**src/rtl/assert_macros.svh**
```systemverilog
// ----------------------------------------------------------------------------
// Assertion macros
// Clocked assertion shorthands shared by the steering RTL.
// ----------------------------------------------------------------------------
`ifndef ASSERT_MACROS_SVH
`define ASSERT_MACROS_SVH

// expression must hold at every clock edge out of reset
`define ASSERT_ALWAYS(label, expr, msg) \
  label: assert property (@(posedge clk) disable iff (rst) (expr)) else $error(msg);

// consequent must hold in the same cycle as the antecedent
`define ASSERT_IMPLIES(label, ante, cons, msg) \
  label: assert property (@(posedge clk) disable iff (rst) (ante) |-> (cons)) else $error(msg);

`endif

```
**src/rtl/lfps_pkg.sv**
```systemverilog
// ----------------------------------------------------------------------------
// lfps_pkg
// Shared widths, constants, register codes and controller states.
// ----------------------------------------------------------------------------
`default_nettype none

package lfps_pkg;

  localparam int SENSOR_COUNT   = 6;
  localparam int POS_BITS       = 13;
  localparam int TH_BITS        = 10;
  localparam int GAIN_BITS      = 8;
  localparam int SPEED_BITS     = 8;
  localparam int ERR_BITS       = 14;
  localparam int INT_BITS       = 32;
  localparam int DIFF_BITS      = 20;
  localparam int CFG_INDEX_BITS = 3;
  localparam int CFG_DATA_BITS  = 13;

  localparam int WEIGHT_STEP    = 1000;
  localparam int POS_MAX        = (SENSOR_COUNT - 1) * WEIGHT_STEP;
  localparam int POS_MID        = POS_MAX / 2;

  // integral / 10000 as (mag >> 4) / 625 by reciprocal multiply
  localparam int INTEG_DIV       = 10000;
  localparam int INTEG_PRE_SHIFT = 4;
  localparam int INTEG_RCP_BITS  = 28;
  localparam int INTEG_RCP_SHIFT = 37;
  localparam logic [INTEG_RCP_BITS-1:0] INTEG_RCP = 28'd219902326;
  localparam int INTEG_Q_BITS    = 18;

  localparam logic [POS_BITS-1:0]   SETPOINT_RST   = POS_BITS'(2600);
  localparam logic [GAIN_BITS-1:0]  GAIN_RST       = GAIN_BITS'(40);
  localparam logic [SPEED_BITS-1:0] TOP_SPEED_RST  = SPEED_BITS'(100);
  localparam logic [TH_BITS-1:0]    LINE_TH_RST    = TH_BITS'(200);
  localparam logic [TH_BITS-1:0]    NOISE_TH_RST   = TH_BITS'(50);

  localparam logic [CFG_INDEX_BITS-1:0] CFG_SETPOINT  = 3'd0;
  localparam logic [CFG_INDEX_BITS-1:0] CFG_GAIN_DIV  = 3'd1;
  localparam logic [CFG_INDEX_BITS-1:0] CFG_TOP_SPEED = 3'd2;
  localparam logic [CFG_INDEX_BITS-1:0] CFG_LINE_TH   = 3'd3;
  localparam logic [CFG_INDEX_BITS-1:0] CFG_NOISE_TH  = 3'd4;

  typedef enum logic [3:0] {
    ST_IDLE,
    ST_MERGE,
    ST_CENT,
    ST_CWAIT,
    ST_PID,
    ST_PWAIT,
    ST_SUM,
    ST_OUT
  } state_t;

endpackage

`default_nettype wire

```
**src/rtl/lfps_lane.sv**
```systemverilog
// ----------------------------------------------------------------------------
// lfps_lane
// One sensor lane: threshold compares and weighted product, registered.
// ----------------------------------------------------------------------------
`default_nettype none

module lfps_lane #(
  parameter int SAMPLE_BITS = 10,
  parameter int WEIGHT      = 0
) (
  input  wire logic                                     clk,
  input  wire logic                                     load,
  input  wire logic [SAMPLE_BITS-1:0]                   sample,
  input  wire logic [lfps_pkg::TH_BITS-1:0]             line_threshold,
  input  wire logic [lfps_pkg::TH_BITS-1:0]             noise_threshold,
  output logic                                          seen,
  output logic [SAMPLE_BITS-1:0]                        value,
  output logic [SAMPLE_BITS+lfps_pkg::POS_BITS-1:0]     product
);
  import lfps_pkg::*;

  localparam int CW = (SAMPLE_BITS > TH_BITS) ? SAMPLE_BITS : TH_BITS;
  localparam int PW = SAMPLE_BITS + POS_BITS;

  logic          above_line;
  logic          above_noise;
  logic [PW-1:0] weighted;

  assign above_line  = CW'(sample) > CW'(line_threshold);
  assign above_noise = CW'(sample) > CW'(noise_threshold);
  assign weighted    = PW'(sample) * PW'(WEIGHT);

  always_ff @(posedge clk) begin
    if (load) begin
      seen    <= above_line;
      value   <= above_noise ? sample : '0;
      product <= above_noise ? weighted : '0;
    end
  end

endmodule

`default_nettype wire

```
**src/rtl/lfps_merge.sv**
```systemverilog
// ----------------------------------------------------------------------------
// lfps_merge
// Combines lane results: line-seen flag, sample total and weighted sum.
// ----------------------------------------------------------------------------
`default_nettype none

module lfps_merge #(
  parameter  int LANES = 6,
  parameter  int VW    = 10,
  parameter  int PW    = 23,
  localparam int TW    = VW + $clog2(LANES),
  localparam int WW    = PW + $clog2(LANES)
) (
  input  wire logic                      clk,
  input  wire logic                      load,
  input  wire logic [LANES-1:0]          seen_in,
  input  wire logic [LANES-1:0][VW-1:0]  value_in,
  input  wire logic [LANES-1:0][PW-1:0]  product_in,
  output logic                           seen,
  output logic [TW-1:0]                  total,
  output logic [WW-1:0]                  wsum
);

  logic [TW-1:0] total_next;
  logic [WW-1:0] wsum_next;

  always_comb begin
    total_next = '0;
    wsum_next  = '0;
    for (int i = 0; i < LANES; i++) begin
      total_next = total_next + TW'(value_in[i]);
      wsum_next  = wsum_next + WW'(product_in[i]);
    end
  end

  always_ff @(posedge clk) begin
    if (load) begin
      seen  <= |seen_in;
      total <= total_next;
      wsum  <= wsum_next;
    end
  end

endmodule

`default_nettype wire

```
**src/rtl/lfps_div.sv**
```systemverilog
// ----------------------------------------------------------------------------
// lfps_div
// Restoring serial divider, one quotient bit per cycle.
// Dividend must be below divisor * 2**QW.
// ----------------------------------------------------------------------------
`default_nettype none
`include "assert_macros.svh"

module lfps_div #(
  parameter int DW = 8,
  parameter int QW = 13
) (
  input  wire logic             clk,
  input  wire logic             rst,
  input  wire logic             start,
  input  wire logic [DW+QW-1:0] dividend,
  input  wire logic [DW-1:0]    divisor,
  output logic                  busy,
  output logic [QW-1:0]         quotient
);

  localparam int CNT_W = $clog2(QW + 1);

  logic [DW-1:0]    rem;
  logic [DW-1:0]    divisor_q;
  logic [QW-1:0]    quo;
  logic [CNT_W-1:0] cnt;
  logic [DW:0]      shifted;
  logic [DW:0]      reduced;
  logic             take;

  assign shifted  = {rem, quo[QW-1]};
  assign take     = shifted >= {1'b0, divisor_q};
  assign reduced  = shifted - {1'b0, divisor_q};
  assign quotient = quo;

  always_ff @(posedge clk) begin
    if (rst) begin
      busy <= 1'b0;
      cnt  <= '0;
    end else if (start) begin
      busy <= 1'b1;
      cnt  <= CNT_W'(QW);
    end else if (busy) begin
      cnt <= cnt - CNT_W'(1);
      if (cnt == CNT_W'(1)) begin
        busy <= 1'b0;
      end
    end
  end

  always_ff @(posedge clk) begin
    if (start) begin
      rem       <= dividend[DW+QW-1:QW];
      quo       <= dividend[QW-1:0];
      divisor_q <= divisor;
    end else if (busy) begin
      rem <= take ? reduced[DW-1:0] : shifted[DW-1:0];
      quo <= {quo[QW-2:0], take};
    end
  end

  `ASSERT_ALWAYS(a_rem_below_div, !busy || (rem < divisor_q), "partial remainder not below divisor")

endmodule

`default_nettype wire

```
**src/rtl/line_follow_pid_steering.sv**
```systemverilog
// ----------------------------------------------------------------------------
// line_follow_pid_steering
// Sequence: the lanes load the samples, then merge, then the 13-step centroid
// divider (skipped when no centroid is formed: line lost or nothing above the
// noise threshold), then the 13-step proportional divider, sum and output.
// Only one item is in flight; a result_stall on a held result also holds it.
// Result register frees the input.
// Reset: synchronous; configuration registers return to defaults, PID state clears to zero.
// ----------------------------------------------------------------------------
`default_nettype none
`include "assert_macros.svh"

module line_follow_pid_steering #(
  parameter int SAMPLE_BITS = 10
) (
  input  wire logic                                  clk,
  input  wire logic                                  rst,
  input  wire logic                                  sample_valid,
  output logic                                       sample_stall,
  input  wire logic [SAMPLE_BITS-1:0]                sample_a,
  input  wire logic [SAMPLE_BITS-1:0]                sample_b,
  input  wire logic [SAMPLE_BITS-1:0]                sample_c,
  input  wire logic [SAMPLE_BITS-1:0]                sample_d,
  input  wire logic [SAMPLE_BITS-1:0]                sample_e,
  input  wire logic [SAMPLE_BITS-1:0]                sample_f,
  output logic                                       result_valid,
  input  wire logic                                  result_stall,
  output logic [lfps_pkg::SPEED_BITS-1:0]            left_speed,
  output logic [lfps_pkg::SPEED_BITS-1:0]            right_speed,
  output logic [lfps_pkg::POS_BITS-1:0]              line_position,
  output logic                                       line_seen,
  input  wire logic                                  cfg_valid,
  output logic                                       cfg_ready,
  input  wire logic [lfps_pkg::CFG_INDEX_BITS-1:0]   cfg_index,
  input  wire logic [lfps_pkg::CFG_DATA_BITS-1:0]    cfg_data
);
  import lfps_pkg::*;

  localparam int PROD_W = SAMPLE_BITS + POS_BITS;
  localparam int TOT_W  = SAMPLE_BITS + $clog2(SENSOR_COUNT);
  localparam int WSUM_W = PROD_W + $clog2(SENSOR_COUNT);
  localparam int DH_W   = ERR_BITS + 2;

  // configuration
  logic [POS_BITS-1:0]   setpoint;
  logic [GAIN_BITS-1:0]  gain_divider;
  logic [SPEED_BITS-1:0] top_speed;
  logic [TH_BITS-1:0]    line_threshold;
  logic [TH_BITS-1:0]    noise_threshold;

  // loop state
  logic [POS_BITS-1:0]   last_position;
  logic [ERR_BITS-1:0]   last_error;
  logic [INT_BITS-1:0]   error_integral;

  state_t state, state_next;

  logic lane_load, merge_load, pos_load, cdiv_start, pid_load, sum_load, out_load;
  logic out_free;

  logic [SENSOR_COUNT-1:0][SAMPLE_BITS-1:0] samples;
  logic [SENSOR_COUNT-1:0]                  lane_seen;
  logic [SENSOR_COUNT-1:0][SAMPLE_BITS-1:0] lane_value;
  logic [SENSOR_COUNT-1:0][PROD_W-1:0]      lane_product;

  logic                m_seen;
  logic [TOT_W-1:0]    m_total;
  logic [WSUM_W-1:0]   m_wsum;

  logic                cdiv_busy, pdiv_busy;
  logic [POS_BITS-1:0] cdiv_q;
  logic [POS_BITS-1:0] pdiv_q;
  logic [INTEG_Q_BITS-1:0] idiv_q;
  logic [INT_BITS-1:0]     integ_mag_q;
  logic [2*INTEG_RCP_BITS-1:0] integ_prod;

  logic [POS_BITS-1:0]  pos, pos_next;
  logic [ERR_BITS-1:0]  err_c;
  logic [ERR_BITS-1:0]  err_abs;
  logic [ERR_BITS:0]    deriv;
  logic [ERR_BITS+2:0]  d3;
  logic [ERR_BITS+2:0]  d3r;
  logic [INT_BITS:0]    integ_sum;
  logic [INT_BITS-1:0]  integ_sat;
  logic [INT_BITS-1:0]  integ_mag;
  logic [GAIN_BITS-1:0] gain_eff;

  logic                 err_neg;
  logic                 integ_neg;
  logic [DH_W-1:0]      dh;

  logic [DIFF_BITS-1:0] q1e, q2e, q1s, q2s, dh_ext, diff_next;
  logic signed [DIFF_BITS-1:0] diff;
  logic signed [DIFF_BITS-1:0] top_s;
  logic signed [DIFF_BITS-1:0] clamp;
  logic [SPEED_BITS-1:0] left_next, right_next;

  assign samples[0] = sample_a;
  assign samples[1] = sample_b;
  assign samples[2] = sample_c;
  assign samples[3] = sample_d;
  assign samples[4] = sample_e;
  assign samples[5] = sample_f;

  assign cfg_ready    = 1'b1;
  assign sample_stall = (state != ST_IDLE);
  assign lane_load    = sample_valid && !sample_stall;
  assign out_free     = !result_valid || !result_stall;

  // ---------------- lanes and merge ----------------
  for (genvar i = 0; i < SENSOR_COUNT; i++) begin : g_lane
    lfps_lane #(
      .SAMPLE_BITS (SAMPLE_BITS),
      .WEIGHT      (i * WEIGHT_STEP)
    ) u_lane (
      .clk             (clk),
      .load            (lane_load),
      .sample          (samples[i]),
      .line_threshold  (line_threshold),
      .noise_threshold (noise_threshold),
      .seen            (lane_seen[i]),
      .value           (lane_value[i]),
      .product         (lane_product[i])
    );
  end

  lfps_merge #(
    .LANES (SENSOR_COUNT),
    .VW    (SAMPLE_BITS),
    .PW    (PROD_W)
  ) u_merge (
    .clk        (clk),
    .load       (merge_load),
    .seen_in    (lane_seen),
    .value_in   (lane_value),
    .product_in (lane_product),
    .seen       (m_seen),
    .total      (m_total),
    .wsum       (m_wsum)
  );

  // ---------------- dividers ----------------
  lfps_div #(
    .DW (TOT_W),
    .QW (POS_BITS)
  ) u_cdiv (
    .clk      (clk),
    .rst      (rst),
    .start    (cdiv_start),
    .dividend (m_wsum),
    .divisor  (m_total),
    .busy     (cdiv_busy),
    .quotient (cdiv_q)
  );

  lfps_div #(
    .DW (GAIN_BITS),
    .QW (POS_BITS)
  ) u_pdiv (
    .clk      (clk),
    .rst      (rst),
    .start    (pid_load),
    .dividend ({{GAIN_BITS{1'b0}}, err_abs[POS_BITS-1:0]}),
    .divisor  (gain_eff),
    .busy     (pdiv_busy),
    .quotient (pdiv_q)
  );

  // ---------------- controller ----------------
  always_ff @(posedge clk) begin
    if (rst) begin
      state <= ST_IDLE;
    end else begin
      state <= state_next;
    end
  end

  always_comb begin
    state_next = state;
    merge_load = 1'b0;
    pos_load   = 1'b0;
    cdiv_start = 1'b0;
    pid_load   = 1'b0;
    sum_load   = 1'b0;
    out_load   = 1'b0;
    case (state)
      ST_IDLE: begin
        if (sample_valid) state_next = ST_MERGE;
      end
      ST_MERGE: begin
        merge_load = 1'b1;
        state_next = ST_CENT;
      end
      ST_CENT: begin
        if (!m_seen || (m_total == '0)) begin
          pos_load   = 1'b1;
          state_next = ST_PID;
        end else begin
          cdiv_start = 1'b1;
          state_next = ST_CWAIT;
        end
      end
      ST_CWAIT: begin
        if (!cdiv_busy) begin
          pos_load   = 1'b1;
          state_next = ST_PID;
        end
      end
      ST_PID: begin
        pid_load   = 1'b1;
        state_next = ST_PWAIT;
      end
      ST_PWAIT: begin
        if (!pdiv_busy) state_next = ST_SUM;
      end
      ST_SUM: begin
        sum_load   = 1'b1;
        state_next = ST_OUT;
      end
      ST_OUT: begin
        if (out_free) begin
          out_load   = 1'b1;
          state_next = ST_IDLE;
        end
      end
      default: state_next = ST_IDLE;
    endcase
  end

  // ---------------- configuration ----------------
  always_ff @(posedge clk) begin
    if (rst) begin
      setpoint        <= SETPOINT_RST;
      gain_divider    <= GAIN_RST;
      top_speed       <= TOP_SPEED_RST;
      line_threshold  <= LINE_TH_RST;
      noise_threshold <= NOISE_TH_RST;
    end else if (cfg_valid && cfg_ready) begin
      case (cfg_index)
        CFG_SETPOINT:  setpoint        <= cfg_data[POS_BITS-1:0];
        CFG_GAIN_DIV:  gain_divider    <= cfg_data[GAIN_BITS-1:0];
        CFG_TOP_SPEED: top_speed       <= cfg_data[SPEED_BITS-1:0];
        CFG_LINE_TH:   line_threshold  <= cfg_data[TH_BITS-1:0];
        CFG_NOISE_TH:  noise_threshold <= cfg_data[TH_BITS-1:0];
        default: begin
        end
      endcase
    end
  end

  // ---------------- position ----------------
  always_comb begin
    if (state == ST_CWAIT) begin
      pos_next = cdiv_q;
    end else if (!m_seen) begin
      pos_next = (last_position < POS_BITS'(POS_MID)) ? '0 : POS_BITS'(POS_MAX);
    end else begin
      pos_next = last_position;
    end
  end

  always_ff @(posedge clk) begin
    if (pos_load) pos <= pos_next;
  end

  // ---------------- PID terms ----------------
  assign gain_eff  = (gain_divider == '0) ? GAIN_BITS'(1) : gain_divider;
  assign err_c     = {1'b0, pos} - {1'b0, setpoint};
  assign err_abs   = err_c[ERR_BITS-1] ? ({ERR_BITS{1'b0}} - err_c) : err_c;
  assign deriv     = {err_c[ERR_BITS-1], err_c} - {last_error[ERR_BITS-1], last_error};
  assign d3        = {{2{deriv[ERR_BITS]}}, deriv} + {deriv[ERR_BITS], deriv, 1'b0};
  // round toward zero before halving
  assign d3r       = d3 + {{(ERR_BITS+2){1'b0}}, d3[ERR_BITS+2]};
  assign integ_sum = {error_integral[INT_BITS-1], error_integral}
                   + {{(INT_BITS+1-ERR_BITS){err_c[ERR_BITS-1]}}, err_c};

  always_comb begin
    if (integ_sum[INT_BITS] != integ_sum[INT_BITS-1]) begin
      integ_sat = integ_sum[INT_BITS] ? {1'b1, {(INT_BITS-1){1'b0}}}
                                      : {1'b0, {(INT_BITS-1){1'b1}}};
    end else begin
      integ_sat = integ_sum[INT_BITS-1:0];
    end
  end

  assign integ_mag = integ_sat[INT_BITS-1] ? ({INT_BITS{1'b0}} - integ_sat) : integ_sat;

  always_ff @(posedge clk) begin
    if (rst) begin
      last_position  <= '0;
      last_error     <= '0;
      error_integral <= '0;
    end else begin
      if ((state == ST_CWAIT) && !cdiv_busy) last_position <= cdiv_q;
      if (pid_load) begin
        last_error     <= err_c;
        error_integral <= integ_sat;
      end
    end
  end

  always_ff @(posedge clk) begin
    if (pid_load) begin
      err_neg     <= err_c[ERR_BITS-1];
      integ_neg   <= integ_sat[INT_BITS-1];
      dh          <= d3r[ERR_BITS+2:1];
      integ_mag_q <= integ_mag;
    end
  end

  // integral quotient: reciprocal multiply of the registered magnitude, then registered in idiv_q
  assign integ_prod = {{INTEG_RCP_BITS{1'b0}}, integ_mag_q[INT_BITS-1:INTEG_PRE_SHIFT]}
                    * {{INTEG_RCP_BITS{1'b0}}, INTEG_RCP};

  always_ff @(posedge clk) begin
    idiv_q <= integ_prod[INTEG_RCP_SHIFT+INTEG_Q_BITS-1:INTEG_RCP_SHIFT];
  end

  // ---------------- sum, clamp, duties ----------------
  assign q1e       = {{(DIFF_BITS-POS_BITS){1'b0}}, pdiv_q};
  assign q2e       = {{(DIFF_BITS-INTEG_Q_BITS){1'b0}}, idiv_q};
  assign q1s       = err_neg ? ({DIFF_BITS{1'b0}} - q1e) : q1e;
  assign q2s       = integ_neg ? ({DIFF_BITS{1'b0}} - q2e) : q2e;
  assign dh_ext    = {{(DIFF_BITS-DH_W){dh[DH_W-1]}}, dh};
  assign diff_next = q1s + dh_ext + q2s;

  always_ff @(posedge clk) begin
    if (sum_load) diff <= $signed(diff_next);
  end

  assign top_s = $signed({{(DIFF_BITS-SPEED_BITS){1'b0}}, top_speed});

  always_comb begin
    if (diff > top_s) begin
      clamp = top_s;
    end else if (diff < -top_s) begin
      clamp = -top_s;
    end else begin
      clamp = diff;
    end
    if (clamp[DIFF_BITS-1]) begin
      left_next  = top_speed;
      right_next = top_speed + clamp[SPEED_BITS-1:0];
    end else begin
      left_next  = top_speed - clamp[SPEED_BITS-1:0];
      right_next = top_speed;
    end
  end

  always_ff @(posedge clk) begin
    if (rst) begin
      result_valid <= 1'b0;
    end else if (out_load) begin
      result_valid <= 1'b1;
    end else if (!result_stall) begin
      result_valid <= 1'b0;
    end
  end

  always_ff @(posedge clk) begin
    if (out_load) begin
      left_speed    <= left_next;
      right_speed   <= right_next;
      line_position <= pos;
      line_seen     <= m_seen;
    end
  end

  `ASSERT_IMPLIES(a_lost_pos, result_valid && !line_seen, (line_position == '0) || (line_position == POS_BITS'(POS_MAX)), "lost line gave an interior position")
  `ASSERT_IMPLIES(a_pos_range, result_valid, line_position <= POS_BITS'(POS_MAX), "line position beyond last sensor")
  `ASSERT_IMPLIES(a_idle_divs, state == ST_IDLE, !cdiv_busy && !pdiv_busy, "divider busy while controller idle")

endmodule

`default_nettype wire
```
**config.mk**
```make
export PLATFORM = sky130hd
export DESIGN_NAME = line_follow_pid_steering
export DESIGN_NICKNAME = d
export VERILOG_FILES = /design/src/rtl/lfps_pkg.sv /design/src/rtl/lfps_lane.sv /design/src/rtl/lfps_merge.sv /design/src/rtl/lfps_div.sv /design/src/rtl/line_follow_pid_steering.sv
export VERILOG_INCLUDE_DIRS = /design/src /design/src/rtl
export SDC_FILE = /design/constraint.sdc
export NUM_CORES = 2
export LEC_CHECK = 0
export BUFFER_PORTS_ARGS = -buffer_cell sky130_fd_sc_hd__clkbuf_2
export CAP_MARGIN = 15
export CORE_MARGIN = 3
export CORE_UTILIZATION = 60
export DETAILED_ROUTE_END_ITERATION = 8
export PLACE_DENSITY = 0.77
export SLEW_MARGIN = 5
export SYNTH_ARGS = -nofsm -noshare
export SYNTH_HDL_FRONTEND = slang
export SYNTH_HIERARCHICAL = 1
export SYNTH_SLANG_ARGS = --single-unit
```
**constraint.sdc**
```tcl
create_clock -name clk -period 12.65 [get_ports clk]
set_clock_uncertainty 0.15 [all_clocks]
set_input_delay 1.265 -clock clk [delete_from_list [all_inputs] [get_ports clk]]
set_output_delay 1.265 -clock clk [all_outputs]
set_load 0.005 [all_outputs]
```
; ---- Word level (Yosys, flattened, before mapping)
; Cells that the tools add are included.
[classes]
n_lt_le_gt_ge = 17
muxes = 49
eq_ne = 19
n_reduce_logical = 25
addsub = 27
multipliers = 6
[op_table]
columns = op, count
row1 = 13-bit two-way mux, 11
row2 = 10-bit > comparator, 12
row3 = 20-bit two-way mux, 4
row4 = 26-bit by 23-bit adder with 26-bit output, 3
row5 = 32-bit two-way mux, 2
row6 = 28-bit by 27-bit multiplier with 54-bit output (second input constant), 1
row7 = 13-bit by 10-bit adder with 13-bit output, 4
row8 = 10-bit by 7-bit multiplier with 17-bit output (second input constant), 3
row9 = 20-bit adder, 2
row10 = 32-bit by 14-bit adder with 33-bit output, 1
row11 = 4-bit two-way mux, 8
row12 = 4-bit one-hot mux with 8 select lines, 1
row13 = 1-bit by 32-bit subtractor with 32-bit output (first input constant), 1
row14 = 31-bit two-way mux, 1
row15 = 23-bit by 23-bit adder with 24-bit output, 1
row16 = 8-bit two-way mux, 3
row17 = 20-bit by 9-bit > comparator with 1-bit output, 1
row18 = 20-bit less-than comparator, 1
row19 = 10-bit by 10-bit multiplier with 20-bit output (second input constant), 1
row20 = 8-bit negation with 20-bit output, 1
row21 = 10-bit by 9-bit multiplier with 19-bit output (second input constant), 1
row22 = 1-bit by 18-bit subtractor with 19-bit output (first input constant), 1
row23 = 15-bit by 16-bit adder with 17-bit output, 1
row24 = 17-bit by 1-bit adder with 17-bit output, 1
row25 = 37 further kinds, 77
[totals]
in_bits = 81
out_inout_bits = 33
elab_cells = 202
regBits = 543

; ---- Depth between registers and ports, before layout
[logic_depth]
depth_word = 6
mapped_depth = 39
mapped_depth_nobuf = 35

; ---- Modules after synthesis
; The synthesis kept the hierarchy.
[by_module_without_submodules]
columns = module, area_each_um2, seq_area_each_um2, cells_per_inst, instances
row1 = line_follow_pid_steering, 29958.7, 5875.6, 3269, 1
row2 = lfps_lane at g_lane[1].u_lane ..., 3260.6, 780.7, 327, 3
row3 = lfps_merge, 6537.5, 1201.2, 690, 1
row4 = lfps_lane at g_lane[3].u_lane, 3887.5, 870.8, 403, 1
row5 = lfps_lane at g_lane[5].u_lane, 3274.4, 810.8, 327, 1
row6 = lfps_div at u_cdiv, 2472.4, 1271.2, 214, 1
row7 = lfps_div at u_pdiv, 1898.1, 970.9, 165, 1
row8 = lfps_lane at g_lane[0].u_lane, 1106.1, 330.3, 114, 1

; ---- Least setup slack after synthesis
; OpenSTA, ideal clock, no wires.
[synth_timing]
kind = input -> register
from = in sample_valid
to = reg g_lane[0].u_lane.seen, enable pin
arrival_time_ps = 7271
setup_ps = 652
slack_ps = 4577
required_ps = 11848
path_stages = 2
n_path_buf = 0
path_cell_list = inv_1 > nor2_1
[synth_between]
elab_chain_len = 1
[synth_lines]
columns = element, line
row1 = start: declaration, line_follow_pid_steering.sv:18  ; input wire logic sample_valid,
row2 = 1-bit logical AND, line_follow_pid_steering.sv:107  ; assign lane_load = sample_valid && !sample_stall;
row3 = via lane_load, line_follow_pid_steering.sv:58  ; logic lane_load, merge_load, pos_load, cdiv_start, pid_load, sum_load, out_load;
row4 = end signal: assignment, lfps_lane.sv:35  ; seen <= above_line;
row5 = end: declaration, lfps_lane.sv:16  ; output logic seen,
; The timed path passes the listed nets, and every way through them passes these cells.
; A chain may end at the register's enable or synchronous reset.

; ---- Final worst setup path
[layout_timing]
from = reg pos[1]
to = reg integ_mag_q[30] (data pin)
[layout_between]
elab_chain_len = 6
word_cells_on_any_way = 7
cone_classes = 3 x add/sub / 1 x eq/ne / 3 x mux
[layout_lines]
columns = element, line
row1 = start: declaration, line_follow_pid_steering.sv:77  ; logic [POS_BITS-1:0] pos, pos_next;
row2 = start signal: assignment, line_follow_pid_steering.sv:263  ; if (pos_load) pos <= pos_next;
row3 = 13-bit by 13-bit subtractor with 14-bit output (*), line_follow_pid_steering.sv:268  ; assign err_c = {1'b0, pos} - {1'b0, setpoint};
row4 = via err_c[13], line_follow_pid_steering.sv:78  ; logic [ERR_BITS-1:0] err_c;
row5 = 32-bit by 14-bit adder with 33-bit output (*), line_follow_pid_steering.sv:275  ; + {{(INT_BITS+1-ERR_BITS){err_c[ERR_BITS-1]}}, err_c};
row6 = 32-bit two-way mux or 1-bit != test (tied branches), "line_follow_pid_steering.sv:279, line_follow_pid_steering.sv:278"
row7 = 32-bit two-way mux (*), line_follow_pid_steering.sv:278  ; if (integ_sum[INT_BITS] != integ_sum[INT_BITS-1]) begin
row8 = 1-bit by 32-bit subtractor with 32-bit output, line_follow_pid_steering.sv:286  ; assign integ_mag = integ_sat[INT_BITS-1] ? ({INT_BITS{1'b0}} - integ_sat) : integ_sat;
row9 = 31-bit two-way mux (*), line_follow_pid_steering.sv:286
row10 = via integ_mag[30], line_follow_pid_steering.sv:85  ; logic [INT_BITS-1:0] integ_mag;
row11 = end signal: assignment, line_follow_pid_steering.sv:307  ; integ_mag_q <= integ_mag;
row12 = end: declaration, line_follow_pid_steering.sv:74  ; logic [INT_BITS-1:0] integ_mag_q;
; The timed path passes the listed nets; every way through them passes the cells marked *.

==> qor.tcl <==
set qor(finalCritPeriodShare) 0.818
set qor(synthesis.instances) 6163
set qor(clock_tree.htree_level_count) 2
set qor(detailedRoute.firstIterationViolations) 3256
set qor(antenna_found_initial) 9
set qor(number_of_enable_flip_flop_cells_after_synthesis) 362
set qor(drv_slew) 0
set qor(crit_path_top_delay_cell) {o21a_1}
set qor(synthDistinctLibCells) 121
set qor(vias_in_the_first_global_route) 44000
set qor(synth.yosys.warnings) 6
set qor(final_ant_viol_nets) 0
set qor(clock_tree.buffer_depth) 3
set qor(synth_seq_cells) 502
set qor(syn_area_um2) 58900
set qor(final_layout_size_suffix_gt1_frac) 0.0565
set qor(worst_ep_arrival_time_ns) 10.56
set qor(postCtsHoldBufs) 0
set qor(critical_path_rt_ns) 12.86
set qor(synth-seq-area-share) 0.232
set qor(holdWs_ns) 0.297
set qor(clock_tree_from_tritoncts) {done}
set qor(final-setup-viol-count) 0
set qor(fp.dieH_um) 319
set qor(boundaryPins) 114
set qor(globalplace.congestion) 1.01
set qor(finalNetCount) 7757
set qor(timing.setup.tns_ns) 0
set qor(die_width_um) 319
set qor(power_leakage_nw) 29.8
set qor(clk_root_buffer_cell) {clkbuf_16}
set qor(ys.flop_type) {edfxtp_1}
set qor(rsz0062_at_grt) {false}
set qor(worstHoldPathType) {register to register}
set qor(syn_avg_cell_area_um2) 9.56
set qor(hold_viol) 0
set qor(vdd_drop_max_v) 0.000527
set qor(die_area_um2) 102000
set qor(post_cts_repair_timing_setup_buffer_count) 0
set qor(relSlewSlack) 0.274
set qor(worstSkewPairLatency_ns) 0.63
set qor(timing.max_cap.violations) 0
set qor(status) {completed}
set qor(global_route_wire_length_before_repair_um) 241000
set qor(vias) 43100
set qor(timing.critical_path.from_type) {register}
set qor(gr-total-overflow) 0
set qor(crit_path_end_kind) {register}
set qor(hpwlAfterDp_um) 124000
set qor(via_per_inst) 5.71
set qor(timing.critical_path.fanout_max) 36
set qor(post_cts_resized) 0
set qor(postLayoutCoreUtil) 0.642
set qor(initial_standard_cell_utilization_of_the_core) 0.607
set qor(worstSetupPathType) {register to register}
set qor(io_buffer_count) 112
set qor(number_of_buffers_created_by_cts) 54
set qor(design.core.area_um2) 97000
set qor(grtUsageTotal) 0.302
set qor(placement_rows) 114
set qor(clock.fmax_mhz) 96.7
set qor(layout_min_cycle_time_ns) 10.35
set qor(worst_slew_pin_slew_ns) 1.09
set qor(async_reset_ff_frac) 0
set qor(avgRoutedWirePerCell_um) 20.2
set qor(clock-sinks) 502
set qor(drt_first_pass_iters) 6
set qor(route.detailed.drc) 0
set qor(critical-path-max-stage-delay_ns) 0.92
set qor(clk_pin_slew_worst_paths_ns) 0.07
set qor(powerDensity_nw_per_um2) 285
set qor(grt_start_max_net_pins) 91
set qor(drt-total-wl_um) 153000
set qor(flow.area_growth_from_synthesis_pct) 5.64
set qor(totalPowerFinal_mw) 17.8
## final cells by class
class	instances	area (um2)
fillers	7741	34800
clock buffers	65	1470
multi-input cells	4062	38900
clock inverters	36	332
well taps	1276	1600
flip-flops and latches	502	13700
diodes	4	10.0
inverters	1468	5510
repair buffers	132	717
## power breakdown
part           total, mW  internal [mW]  switching (mW)
clock               1.62          0.903           0.722
sequential          2.70           2.51           0.188
combinational       13.4           5.49            7.96
total               17.8           8.90            8.87
## synth_stat cells, types with 38 or more instances
cell / instances / share of area
nor3_1: 81 / 0.0069
clkbuf_1: 91 / 0.0058
xor2_1: 97 / 0.014
a31oi_1: 45 / 0.0048
nand2b_1: 38 / 0.0040
a211oi_1: 62 / 0.0079
nand3_1: 68 / 0.0058
nor2b_1: 43 / 0.0046
inv_1: 1466 / 0.093
nand4_1: 51 / 0.0054
nand2_1: 332 / 0.021
fa_1: 635 / 0.22
a21oi_1: 298 / 0.025
and2_1: 49 / 0.0052
buf_4: 67 / 0.0085
o211ai_1: 55 / 0.0070
and3_1: 42 / 0.0045
ha_1: 821 / 0.17
dfxtp_1: 140 / 0.048
a21o_1: 89 / 0.011
edfxtp_1: 362 / 0.18
nor2_1: 357 / 0.023
o21ai_0: 162 / 0.014
xnor2_1: 152 / 0.023
## final timing paths
| check | cells after the start | endpoint | startpoint | slack (ns) |
|---|---|---|---|---|
| min | 0 | u_cdiv/divisor_q[7] | u_merge/total[7] | 0.30 |
| max reg2reg | 33 | integ_mag_q[30] | pos[1] | 2.30 |
| min reg2reg | 0 | u_cdiv/divisor_q[7] | u_merge/total[7] | 0.30 |
| max | 33 | integ_mag_q[30] | pos[1] | 2.30 |
## logic make-up (layout without fill, tap and decap cells)
logic type / count (synthesis) / after routing / share of synthesized area
AOI/OAI and AO/OA: 1008 / 1008 / 0.116
muxes: 61 / 61 / 0.0111
DFF: 502 / 502 / 0.232
and+or+nand+nor: 1231 / 1231 / 0.102
adders and majority gates: 1456 / 1456 / 0.390
buffers and inverters: 1648 / 1701 / 0.111
other: 8 / 61 / 0.000510
xor gates and xnor gates: 249 / 249 / 0.0370
## through the flow
stage	area, um2	setup slack, ns	cells
after global placement	60400	2.71	7439
after floorplan	59100	4.58	6212
after CTS	62200	2.43	7540
final	62200	2.30	7545
after global routing	62200	1.63	7541
after detailed placement	60400	2.47	7439
## cells in the final DEF (no fill, tap or decap), types with 20 or more instances in the layout
cell type / synthesis / layout
o21ai_0: 162 / 162
inv_1: 1466 / 1466
o211ai_1: 55 / 55
buf_4: 67 / 20
nor2_1: 357 / 356
mux2i_1: 28 / 27
nor4_1: 32 / 31
xor2_1: 97 / 97
xnor2_1: 152 / 152
a21oi_1: 298 / 297
o21a_1: 35 / 35
clkbuf_2: 0 / 111
mux2_2: 32 / 32
dfxtp_1: 140 / 140
a211oi_1: 62 / 62
a21o_1: 89 / 89
and3_1: 42 / 42
o31ai_1: 22 / 22
or3_1: 27 / 27
nand4_1: 51 / 51
ha_1: 821 / 821
edfxtp_1: 362 / 362
nand3_1: 68 / 68
and2_1: 49 / 49
fa_1: 635 / 635
nor2b_1: 43 / 43
nor3_1: 81 / 81
a31oi_1: 45 / 45
conb_1: 8 / 57
clkbuf_16: 0 / 56
nand2_1: 332 / 332
nand2b_1: 38 / 38
## metal layers
| metal | wire, um | global-route usage |
|---|---|---|
| met5 | 63 | 0 |
| met4 | 12600 | 0.204 |
| met3 | 9990 | 0.0443 |
| met2 | 71800 | 0.503 |
| met1 | 58100 | 0.365 |
## critical path, delay by kind of cell, from the launching register on
kind,cells,cell delay [ns]
buffers and inverters,2,0.71
AND/OR/NAND/NOR,7,1.85
flip-flops,1,0.44
multiplexers,1,0.37
AO/OA/AOI/OAI,19,5.33
adder cells (fa/ha/maj),3,1.03
XOR/XNOR,1,0.16
## state kept, by name (all words and copies together) (netlist names), 14 cells and up
name,cells
g_lane.u_lane/product,79
g_lane.u_lane/value,60
error_integral,32
integ_mag_q,28
u_merge/wsum,26
diff,20
idiv_q,18
dh,16
last_error,14
No activity file was read; power rests on OpenSTA's default activity.
